$ cat src/rtl/wvi_pkg.sv
// Shared types and constants for the weighted volume integral block.
// Used by the controller, the datapath, the top level and the checker.
// No dependencies.
package wvi_pkg;

  // Metric entries are fixed at Q4.12 on the ports.
  localparam int ENTRY_W = 16;
  localparam int ROOT_W = 24;
  localparam int SAMPLE_W = 24;
  localparam int TOTAL_W = 48;

  // Shared multiplier: signed A by signed B.
  localparam int MUL_A_W = 25;
  localparam int MUL_B_W = 34;
  localparam int MUL_P_W = MUL_A_W + MUL_B_W;

  // A 2x2 minor needs 33 bits; the 3x3 determinant stays below 2^48.
  localparam int MINOR_W = 34;
  localparam int DET_W = 50;
  localparam int DET_SHIFT = 4;

  // Digit-by-digit square root, one result bit per step.
  localparam int SQRT_STEPS = 24;
  localparam int SQRT_CNT_W = $clog2(SQRT_STEPS);
  localparam int RAD_W = 2 * SQRT_STEPS;
  localparam int REM_W = SQRT_STEPS + 2;

  // Sample times element is Q.32; the Q.16 product keeps bits [47:16].
  localparam int PROD_LSB = 16;
  localparam int PROD_W = 32;

  typedef struct packed {
    logic signed [ROOT_W-1:0]   given_root;
    logic signed [ENTRY_W-1:0]  m00;
    logic signed [ENTRY_W-1:0]  m01;
    logic signed [ENTRY_W-1:0]  m02;
    logic signed [ENTRY_W-1:0]  m10;
    logic signed [ENTRY_W-1:0]  m11;
    logic signed [ENTRY_W-1:0]  m12;
    logic signed [ENTRY_W-1:0]  m20;
    logic signed [ENTRY_W-1:0]  m21;
    logic signed [ENTRY_W-1:0]  m22;
    logic signed [SAMPLE_W-1:0] sample_value;
    logic                       final_point;
  } in_word_t;

  typedef struct packed {
    logic signed [TOTAL_W-1:0] total;
    logic                      overflowed;
  } out_word_t;

  // Operand pairs of the shared multiplier, in determinant order.
  typedef enum logic [3:0] {
    MS_EK,
    MS_FH,
    MS_AT,
    MS_DK,
    MS_FG,
    MS_BT,
    MS_DH,
    MS_EG,
    MS_CT,
    MS_SE
  } mul_sel_t;

  typedef enum logic [2:0] {
    ST_IDLE,
    ST_DET,
    ST_SQI,
    ST_SQRT,
    ST_MUL,
    ST_ACC
  } state_t;

  typedef struct packed {
    logic     load_in;
    mul_sel_t sel;
    logic     det_en;
    logic     sqrt_init;
    logic     sqrt_en;
    logic     mul_en;
    logic     acc_en;
  } dp_cmd_t;

  typedef struct packed {
    logic root_pos;
    logic final_pt;
    logic out_full;
  } dp_stat_t;

endpackage

$ cat src/rtl/wvi_ctrl.sv
// Sequencer for the weighted volume integral block.
// Steps the datapath through determinant, square root, product and add.
// Depends on wvi_pkg.
module wvi_ctrl
  import wvi_pkg::*;
(
  input  logic     clk,
  input  logic     rst_n,
  input  logic     in_valid,
  output logic     in_stall,
  input  dp_stat_t stat,
  output dp_cmd_t  cmd
);

  state_t                state_r, state_nxt;
  mul_sel_t              sel_r, sel_nxt;
  logic [SQRT_CNT_W-1:0] cnt_r, cnt_nxt;

  always_ff @(posedge clk) begin
    if (!rst_n) begin
      state_r <= ST_IDLE;
      sel_r   <= MS_EK;
      cnt_r   <= '0;
    end else begin
      state_r <= state_nxt;
      sel_r   <= sel_nxt;
      cnt_r   <= cnt_nxt;
    end
  end

  always_comb begin
    state_nxt = state_r;
    sel_nxt   = sel_r;
    cnt_nxt   = cnt_r;
    in_stall  = 1'b1;
    cmd       = '0;
    cmd.sel   = sel_r;
    case (state_r)
      ST_IDLE: begin
        in_stall = 1'b0;
        if (in_valid) begin
          cmd.load_in = 1'b1;
          sel_nxt     = MS_EK;
          state_nxt   = ST_DET;
        end
      end
      ST_DET: begin
        // A positive given root bypasses the determinant entirely.
        if (stat.root_pos) begin
          state_nxt = ST_MUL;
        end else begin
          cmd.det_en = 1'b1;
          case (sel_r)
            MS_EK:   sel_nxt = MS_FH;
            MS_FH:   sel_nxt = MS_AT;
            MS_AT:   sel_nxt = MS_DK;
            MS_DK:   sel_nxt = MS_FG;
            MS_FG:   sel_nxt = MS_BT;
            MS_BT:   sel_nxt = MS_DH;
            MS_DH:   sel_nxt = MS_EG;
            MS_EG:   sel_nxt = MS_CT;
            default: sel_nxt = MS_EK;
          endcase
          if (sel_r == MS_CT) begin
            state_nxt = ST_SQI;
          end
        end
      end
      ST_SQI: begin
        cmd.sqrt_init = 1'b1;
        cnt_nxt       = '0;
        state_nxt     = ST_SQRT;
      end
      ST_SQRT: begin
        cmd.sqrt_en = 1'b1;
        cnt_nxt     = cnt_r + 1'b1;
        if (cnt_r == SQRT_CNT_W'(SQRT_STEPS - 1)) begin
          state_nxt = ST_MUL;
        end
      end
      ST_MUL: begin
        cmd.sel    = MS_SE;
        cmd.mul_en = 1'b1;
        state_nxt  = ST_ACC;
      end
      ST_ACC: begin
        // A final point waits here until the output register can take its word.
        if (!(stat.final_pt && stat.out_full)) begin
          cmd.acc_en = 1'b1;
          state_nxt  = ST_IDLE;
        end
      end
      default: begin
        state_nxt = ST_IDLE;
      end
    endcase
  end

endmodule

$ cat src/rtl/wvi_dp.sv
// Datapath of the weighted volume integral block: input register, shared
// multiplier, determinant, bit-serial square root, saturating accumulator.
// Depends on wvi_pkg.
module wvi_dp
  import wvi_pkg::*;
#(
  parameter int SUM_WIDTH = 48
) (
  input  logic      clk,
  input  logic      rst_n,
  input  in_word_t  in_data,
  input  logic      out_stall,
  input  dp_cmd_t   cmd,
  output dp_stat_t  stat,
  output logic      out_valid,
  output out_word_t out_data
);

  in_word_t                    in_r;
  logic signed [MINOR_W-1:0]   minor_r, minor_nxt;
  logic signed [DET_W-1:0]     det_r, det_nxt;
  logic [RAD_W-1:0]            rad_r;
  logic [REM_W-1:0]            rem_r;
  logic [SQRT_STEPS-1:0]       root_r;
  logic signed [PROD_W-1:0]    prod_r;
  logic signed [SUM_WIDTH-1:0] sum_r;
  logic                        sat_r;
  logic                        out_valid_r;
  out_word_t                   out_data_r;

  logic signed [MUL_A_W-1:0]   op_a;
  logic signed [MUL_B_W-1:0]   op_b;
  logic signed [MUL_P_W-1:0]   mul_p;
  logic [SQRT_STEPS-1:0]       elem;
  logic                        root_pos;

  logic [REM_W+1:0]            rem_sh;
  logic [REM_W+1:0]            trial;

  logic signed [SUM_WIDTH:0]   acc_sum;
  logic                        ovf;
  logic signed [SUM_WIDTH-1:0] new_sum;
  logic signed [63:0]          total_ext;

  assign root_pos = !in_r.given_root[ROOT_W-1] && (|in_r.given_root);
  assign elem     = root_pos ? SQRT_STEPS'(unsigned'(in_r.given_root)) : root_r;

  // Letters follow the usual cofactor names: a b c / d e f / g h k.
  always_comb begin
    case (cmd.sel)
      MS_EK: begin op_a = MUL_A_W'(in_r.m11); op_b = MUL_B_W'(in_r.m22); end
      MS_FH: begin op_a = MUL_A_W'(in_r.m12); op_b = MUL_B_W'(in_r.m21); end
      MS_AT: begin op_a = MUL_A_W'(in_r.m00); op_b = MUL_B_W'(minor_r); end
      MS_DK: begin op_a = MUL_A_W'(in_r.m10); op_b = MUL_B_W'(in_r.m22); end
      MS_FG: begin op_a = MUL_A_W'(in_r.m12); op_b = MUL_B_W'(in_r.m20); end
      MS_BT: begin op_a = MUL_A_W'(in_r.m01); op_b = MUL_B_W'(minor_r); end
      MS_DH: begin op_a = MUL_A_W'(in_r.m10); op_b = MUL_B_W'(in_r.m21); end
      MS_EG: begin op_a = MUL_A_W'(in_r.m11); op_b = MUL_B_W'(in_r.m20); end
      MS_CT: begin op_a = MUL_A_W'(in_r.m02); op_b = MUL_B_W'(minor_r); end
      MS_SE: begin
        op_a = MUL_A_W'(in_r.sample_value);
        op_b = MUL_B_W'($signed({1'b0, elem}));
      end
      default: begin op_a = '0; op_b = '0; end
    endcase
  end

  assign mul_p = op_a * op_b;

  always_comb begin
    minor_nxt = minor_r;
    det_nxt   = det_r;
    case (cmd.sel)
      MS_EK, MS_DK, MS_DH: minor_nxt = MINOR_W'(mul_p);
      MS_FH, MS_FG, MS_EG: minor_nxt = minor_r - MINOR_W'(mul_p);
      MS_AT:               det_nxt = DET_W'(mul_p);
      MS_BT:               det_nxt = det_r - DET_W'(mul_p);
      MS_CT:               det_nxt = det_r + DET_W'(mul_p);
      default: begin
        minor_nxt = minor_r;
        det_nxt   = det_r;
      end
    endcase
  end

  // Restoring square root: bring down two radicand bits, try root*4+1.
  assign rem_sh = {rem_r, rad_r[RAD_W-1 -: 2]};
  assign trial  = (REM_W + 2)'({root_r, 2'b01});

  // The sum overflows when the two top bits of the widened add disagree.
  assign acc_sum   = (SUM_WIDTH + 1)'(sum_r) + (SUM_WIDTH + 1)'(prod_r);
  assign ovf       = acc_sum[SUM_WIDTH] ^ acc_sum[SUM_WIDTH-1];
  assign new_sum   = !ovf ? acc_sum[SUM_WIDTH-1:0] :
                     acc_sum[SUM_WIDTH] ? {1'b1, {(SUM_WIDTH-1){1'b0}}} :
                                          {1'b0, {(SUM_WIDTH-1){1'b1}}};
  assign total_ext = 64'(new_sum);

  always_ff @(posedge clk) begin
    if (cmd.load_in) begin
      in_r <= in_data;
    end
    if (cmd.det_en) begin
      minor_r <= minor_nxt;
      det_r   <= det_nxt;
    end
    if (cmd.sqrt_init) begin
      rad_r  <= (det_r > 0) ? RAD_W'(det_r >>> DET_SHIFT) : '0;
      rem_r  <= '0;
      root_r <= '0;
    end else if (cmd.sqrt_en) begin
      rad_r <= {rad_r[RAD_W-3:0], 2'b00};
      if (rem_sh >= trial) begin
        rem_r  <= REM_W'(rem_sh - trial);
        root_r <= {root_r[SQRT_STEPS-2:0], 1'b1};
      end else begin
        rem_r  <= REM_W'(rem_sh);
        root_r <= {root_r[SQRT_STEPS-2:0], 1'b0};
      end
    end
    if (cmd.mul_en) begin
      prod_r <= mul_p[PROD_LSB + PROD_W - 1:PROD_LSB];
    end
    if (cmd.acc_en && in_r.final_point) begin
      out_data_r.total      <= total_ext[TOTAL_W-1:0];
      out_data_r.overflowed <= sat_r | ovf;
    end
  end

  always_ff @(posedge clk) begin
    if (!rst_n) begin
      sum_r       <= '0;
      sat_r       <= 1'b0;
      out_valid_r <= 1'b0;
    end else begin
      if (cmd.acc_en) begin
        if (in_r.final_point) begin
          sum_r <= '0;
          sat_r <= 1'b0;
        end else begin
          sum_r <= new_sum;
          sat_r <= sat_r | ovf;
        end
      end
      if (cmd.acc_en && in_r.final_point) begin
        out_valid_r <= 1'b1;
      end else if (!out_stall) begin
        out_valid_r <= 1'b0;
      end
    end
  end

  assign stat.root_pos = root_pos;
  assign stat.final_pt = in_r.final_point;
  assign stat.out_full = out_valid_r && out_stall;

  assign out_valid = out_valid_r;
  assign out_data  = out_data_r;

endmodule

$ cat src/rtl/weighted_volume_integral.sv
// Weighted volume integral: each grid point word adds sample_value times its
// volume element to a saturating Q.16 sum, and a point marked final_point
// releases one output word with the total and the overflow flag, then clears
// the sum. A point with a positive given_root skips the determinant and the
// square root and goes from the input register straight to the product; any
// other point first makes nine passes through the one shared multiplier to
// build the 3x3 determinant and then the 24 steps of the bit-serial square
// root. No new point is taken until the last is done. An output word waiting
// on out_stall holds up only the next final point, not the next point.
// Depends on wvi_pkg, wvi_ctrl and wvi_dp.
module weighted_volume_integral
  import wvi_pkg::*;
#(
  parameter int SUM_WIDTH = 48
) (
  input  logic      clk,
  input  logic      rst_n,
  input  logic      in_valid,
  output logic      in_stall,
  input  in_word_t  in_data,
  output logic      out_valid,
  input  logic      out_stall,
  output out_word_t out_data
);

  dp_cmd_t  cmd;
  dp_stat_t stat;

  wvi_ctrl u_ctrl (
    .clk      (clk),
    .rst_n    (rst_n),
    .in_valid (in_valid),
    .in_stall (in_stall),
    .stat     (stat),
    .cmd      (cmd)
  );

  wvi_dp #(
    .SUM_WIDTH (SUM_WIDTH)
  ) u_dp (
    .clk       (clk),
    .rst_n     (rst_n),
    .in_data   (in_data),
    .out_stall (out_stall),
    .cmd       (cmd),
    .stat      (stat),
    .out_valid (out_valid),
    .out_data  (out_data)
  );

endmodule

$ cat config.mk
export PLATFORM = sky130hd
export DESIGN_NAME = weighted_volume_integral
export DESIGN_NICKNAME = d
export VERILOG_FILES = /design/src/rtl/wvi_pkg.sv /design/src/rtl/wvi_ctrl.sv /design/src/rtl/wvi_dp.sv /design/src/rtl/weighted_volume_integral.sv
export SDC_FILE = /design/constraint.sdc
export NUM_CORES = 2
export LEC_CHECK = 0
export BUFFER_PORTS_ARGS = -buffer_cell sky130_fd_sc_hd__buf_2
export CAP_MARGIN = 15
export CORE_MARGIN = 3
export CORE_UTILIZATION = 48
export CTS_CLUSTER_DIAMETER = 200
export CTS_CLUSTER_SIZE = 14
export DETAILED_ROUTE_END_ITERATION = 6
export HOLD_SLACK_MARGIN = 0.05
export PLACE_DENSITY = 0.61
export SLEW_MARGIN = 40
export SYNTH_ARGS = -nofsm -noshare
export SYNTH_HDL_FRONTEND = slang
export SYNTH_SLANG_ARGS = --single-unit
$ cat constraint.sdc
create_clock -name clk -period 17.9 [get_ports clk]
set_clock_uncertainty 0.1 [all_clocks]
set_input_delay 3.58 -clock clk [delete_from_list [all_inputs] [get_ports clk]]
set_output_delay 3.58 -clock clk [all_outputs]
set_load 0.03 [all_outputs]
# After elaboration in Yosys (flattened, before gate mapping)
# Memory sizes are Yosys's and may differ from the RTL's. A register that Yosys moved wholly into a read port is not among the register bits.
# Cells that the tools add are included.
[totals]
ff_bits = 518
input_bits = 197
latch_bits = 0
memories = 1
out_inout_bits = 51
mem_bits_rw = 0
rom_bits = 32
elab_cells = 126
[classes]
n_addsub = 6
eq_ne = 22
muxes = 40
n_reduce_logical = 26
n_shift = 0
n_bitwise = 2
n_div = 0
multipliers = 1
order_cmp = 2
[memory_table]
columns = ["name", "depth", "width", "read_ports", "rd_ports_with_merged_regs", "wr", "line", "rtl"]
rows = [
  ["(name not given)", 8, 4, 1, 1, 0, "wvi_ctrl.sv:53", "case (sel_r)"],
]
[ops]
columns = ["op", "n"]
rows = [
  ["two-way mux 48 bit", 6],
  ["case mux 25 bit (7 select lines)", 1],
  ["case mux 34 bit (5 select lines)", 1],
  ["case mux 50 bit (3 select lines)", 1],
  ["case mux 34 bit (2 select lines)", 1],
  ["adder 50 bit", 1],
  ["> comparator 50 x 1 -> 1 bit, second input constant", 1],
  ["multiplier 25 x 34 -> 50 bit", 1],
  ["subtractor 50 bit", 1],
  ["adder 48 x 32 -> 49 bit", 1],
  ["subtractor 34 bit", 1],
  [">= comparator 28 x 26 -> 1 bit", 1],
  ["two-way mux 26 bit", 1],
  ["subtractor 26 bit", 1],
  ["two-way mux 24 bit", 1],
  ["OR reduction 24 bit", 1],
  ["two-way mux 3 bit", 7],
  ["case mux 3 bit (6 select lines)", 1],
  ["equality test 4 x 3 -> 1 bit, second input constant", 4],
  ["two-way mux 4 bit", 4],
  ["two-way mux 1 bit", 14],
  ["equality test 4 bit, second input constant", 3],
  ["OR reduction 2 bit", 6],
  ["case mux 5 bit (2 select lines)", 1],
  ["other kinds (23)", 38],
]

# Depth between registers and ports, before layout
[logic_depth]
depth_word = 8
mapped_depth = 52
ltp_nobuf = 47

# Modules after synthesis
# From an unflattened synthesis, not the netlist that was laid out.
[hier_totals]
hier_cells = 5994
hier_area_um2 = 56063.8
[modules_own_cells]
columns = ["mod", "area_each_um2", "n_inst", "seq_area_each_um2", "cells_each"]
rows = [
  ["wvi_dp", 55169.2, 1, 14193.6, 5890],
  ["wvi_ctrl", 894.6, 1, 320.3, 104],
]

# Least setup slack after synthesis
# Ideal clock, no wire load.
[synth_path]
path_kind = "input -> register"
startpoint = "in in_valid"
endpoint = "reg with a tool-made name"
required_time_ns = 17.678
setup_ns = 0.122
arrival_ns = 13.833
path_buffers = 0
stages = 6
slack_ns = 3.845
path_cell_list = "inv_1 nor2_1 a21oi_1 o21ai_0 and2_1 ha_1"
[synth_rtl]
columns = ["element", "line", "rtl"]
rows = [
  ["start: declaration", "weighted_volume_integral.sv:18", "input logic in_valid,"],
]

# Worst setup path in the final report
[layout_path]
startpoint = "reg u_ctrl.state_r[2]"
endpoint = "reg u_dp.det_r[49], data pin"
[layout_via]
elab_chain_cells = 8
word_cells_on_any_way = 25
classes_between = "2 x add/sub; 1 x mul; 10 x eq/ne; 4 x mux; 8 x reduce/logical"
[layout_rtl]
columns = ["element", "line", "rtl"]
rows = [
  ["start: declaration", "wvi_ctrl.sv:15", "state_t state_r, state_nxt;"],
  ["start signal: assignment", "wvi_ctrl.sv:25", "state_r <= state_nxt;"],
  ["equality test 3 bit (*)", "wvi_ctrl.sv:38", "case (state_r)"],
  ["two-way mux 4 bit (*)", "wvi_ctrl.sv:38", ""],
  ["equality test 4 x 2 -> 1 bit, or another cell as far along", "wvi_dp.sv:50, wvi_dp.sv:73", ""],
  ["OR reduction 3 bit (no source line) / OR reduction 2 bit (equally long branches)", "--", ""],
  ["case mux 34 bit (5 select lines) / case mux 25 bit (7 select lines) (equally long branches)", "wvi_dp.sv:50", "case (cmd.sel)"],
  ["multiplier 25 x 34 -> 50 bit", "wvi_dp.sv:68", "assign mul_p = op_a * op_b;"],
  ["adder 50 bit / subtractor 50 bit (equally long branches)", "wvi_dp.sv:78, wvi_dp.sv:77", ""],
  ["case mux 50 bit (3 select lines) (*)", "wvi_dp.sv:73", "case (cmd.sel)"],
  ["via u_dp.det_nxt[49]", "wvi_dp.sv:21", "logic signed [DET_W-1:0] det_r, det_nxt;"],
  ["end signal: assignment", "wvi_dp.sv:104", "det_r <= det_nxt;"],
  ["end: declaration", "wvi_dp.sv:21", ""],
]
# Mark *: on every way through the listed nets, which the timed path passes. The rest lies on a longest branch.
# A chain may end at the register's enable or synchronous reset.

==> summary.md <==
| Metric | Value |
|---|---|
| RSZ-0062 raised after global routing | false |
| CTS Buffer Depth | 3 |
| Ports | about 250 |
| Share of cells above drive strength 1 | 8.77% |
| Worst setup SP type | flop |
| Slew Viols, Final | 0 |
| Largest net degree at the start of global routing | 86 |
| Final #Nets | between 7,000 and 8,000 |
| Post_cts resized | 0 |
| Yosys warns | 0 |
| Postcts setup bufs | 0 |
| Delay-heaviest family, CP | compound AO/OA/AOI/OAI gates |
| Routed wire per std cell | about 23 um |
| Post-CTS Hold Buffers | 0 |
| CP max stage cell | a221oi_1 |
| Vias in the first global route | ~44,000 |
| Yosys top cell area share | 27.8% |
| Clock Sinks | 522 |
| Starting Density | just under 50% |
| Mapped Cells | between 5,000 and 6,000 |
| CP Buf/Inv Count | 5 |
| Flops & latches, synth | 522 |
| R2r setup slk | between 3 and 4 ns |
| Hold Path Depth | 2 |
| Sink of the worst hold path | u_dp.rem_r[24] |
| DR pass1 iterations | 5 |
| Min-delay worst type | reg2reg |
| Global-route wire length before repair | 262,000 um |
| Post-synth EDFFs | approximately 400 |
| Num CTS Buffers | 43 |
| Met2 wire len | roughly 82,000 um |
| Setup TNS | 0 ns |
| Sequential-to-total area share from yosys stat | 26.4% |
| Synth area leader | fa_1 |
| Worst r2r src | u_ctrl.state_r[2] |
| Placer's final routability congestion estimate | 0.936 |
| Layout Cells excl Fill | approximately 7,400 |
| DR vias/cell | 5.77 |
| Most common cell in the netlist | inv_1 |
| DR WL met3 | roughly 13,000 um |
| Hold Slack | ~0.36 ns |
| Worst-margin pin slew | 0.945 ns |
| Vias | 42,600 |
| CTS Root Cell | clkbuf_16 |
| CTS tree | done |
| Die area | between 100,000 and 150,000 sq um |
| Yosys cell types | 86 |
| Fin crit period | roughly 14 ns |
| Finished Cell Area | between 50,000 and 60,000 sq um |
| Clk Latency, worst-skew pair | approximately 0.64 ns |
| Finish-stage setup viols | 0 |
| Final ANT Viol Nets | 0 |
| Post-synth net total | about 7,000 |
| Num rows | around 120 |
| Synthesized area per cell | 9.61 sq um |
| Core ar. | roughly 110,000 sq um |
| Area Growth Syn to Fin | 8.47% |
| Worst EP arrival | between 10 and 15 ns |
| I/O Buffers | around 250 |
| Inst Count DP | roughly 7,300 |
| Chip width | 344 um |
| Max-capacitance violation count | 0 |
| Final wirelength | between 150,000 and 200,000 um |
| Synth top cells by count | inv_1, fa_1, nand2_1 |
| Die H | between 300 and 400 um |
| Detailed Route Iter0 Violations | around 3,400 |
| Fin crit share | 80.6% |
| Overall routing resource usage | 29.2% |
| Initial antenna violation count | 5 |
| DP Wirelength | approximately 140,000 um |
| FFs w/ async S/R, synth | 0% |
| Max stage delay on crit path | between 0.7 and 0.8 ns |
| Overflow left after global routing | 0 |
| Outcome | finished clean |
| FF-to-FF path depth | between 40 and 50 |
| Post-Syn Area | 54,900 sq um |
| Critical path class | reg2reg |
| Crit end category | flop |
| Top sig layer | met5 |
| Clk pin slew, worst setup/hold paths | 0.08 ns |
| Met1 wire length | between 60,000 and 70,000 um |
| Min-delay src | u_dp.rem_r[24] |
| Placed Area | around 58,000 sq um |
| R2R Path End | u_dp.det_r[49] |
| Detailed-route DRC error count | 0 |
| Slew HR | a little under two fifths |
| Achievable Freq | just under 70 MHz |
| Worst endpoint required time | 18.18 ns |
| Main flop type after synthesis | edfxtp_1 |
| Final hold vios | 0 |
| H-Tree Depth | 2 |
| Most frequent CP cell | fa_1 |
| Top post-synthesis cells by area | fa_1, edfxtp_1, ha_1 |
| Crit Path Max Fanout | 14 |
## cell families (layout without fill, tap and decap cells)
family / count (synthesis) / in the layout / share of synthesized area [%]
AOI/OAI and AO/OA: 1059 / 1059 / 12.7
xor gates and xnor gates: 247 / 247 / 3.94
adders and majority gates: 1077 / 1077 / 35.0
buffers and inverters: 1140 / 1309 / 7.81
DFF: 522 / 522 / 26.4
muxes: 78 / 78 / 1.48
other: 0 / 1 / 0
and+or+nand+nor: 1591 / 1591 / 12.7
## metal layers
metal,track usage (%),vias to the layer above
met4,11.5,6
met3,4.60,394
li1,-,19100
met5,0,-
met2,48.7,1645
met1,38.4,21500
## registers in the layout (all words and copies together) (netlist names), 24 cells and up, named ones only
register and count:
u_dp.det_r 50, u_dp.in_r 192, u_dp.minor_r 34, u_dp.out_data 49, u_dp.prod_r 32, u_dp.rad_r 48, u_dp.rem_r 26, u_dp.root_r 24
u_dp.sum_r 48
## worst max-delay path by stage
stage	start	to	slack, ns	depth (start not counted)
global placement	u_ctrl.state_r[0]	u_dp.det_r[49]	3.64	43
detailed placement	u_ctrl.state_r[0]	u_dp.det_r[46]	3.37	40
global route	u_ctrl.state_r[2]	u_dp.det_r[49]	2.64	44
CTS	u_ctrl.state_r[0]	u_dp.det_r[46]	3.30	40
finish	u_ctrl.state_r[2]	u_dp.det_r[49]	3.47	44
floorplan	in_valid	flop	3.85	6
## cells in the final DEF (no fill, tap or decap), types with 19 or more instances in the layout
cell	n
mux2_2	24
o21bai_1	22
nor3_1	54
mux2i_1	53
and3_1	24
xnor2_1	162
o211ai_1	58
nand2_1	674
xor2_1	81
nand2b_1	46
buf_2	255
nor2b_1	28
o21ai_0	259
ha_1	314
nor4_1	23
clkbuf_16	44
a21oi_1	221
o21a_1	40
inv_1	881
nand4_1	28
buf_4	81
nand3_1	85
fa_1	763
dfxtp_1	116
and2_1	45
clkbuf_1	32
o31ai_1	23
edfxtp_1	406
nor2_1	492
a21o_1	122
a31oi_1	32
a22o_1	60
or2_2	19
a22oi_1	38
## area by class of cell
| cell class | instances | area, sq um |
|---|---|---|
| tap | 1500 | 1880 |
| fill | 10400 | 53400 |
| multi-input combinational | 4052 | 36600 |
| clock buffer | 76 | 1220 |
| clock inverter | 4 | 58.8 |
| inverter | 885 | 3320 |
| timing repair buffer | 344 | 1980 |
| sequential | 522 | 14500 |
| antenna | 1 | 2.50 |
## worst min-delay path, stage by stage, from the launching register on
cell and delay [ns]:
dfxtp_1 0.33, nand2_1 0.04, o21ai_0 0.05
## per-stage QoR
stage / worst slack, ns / util [%]
detailed placement: 3.37 / 51.6
finish: 3.47 / 52.7
global route: 2.64 / 52.7
global placement: 3.64 / 51.4
CTS: 3.30 / 52.7
floorplan: 3.85 / -
Power is left out: the tool's default activity adds up to more than one toggle a clock period on the data nets, which glitch-free logic cannot reach.
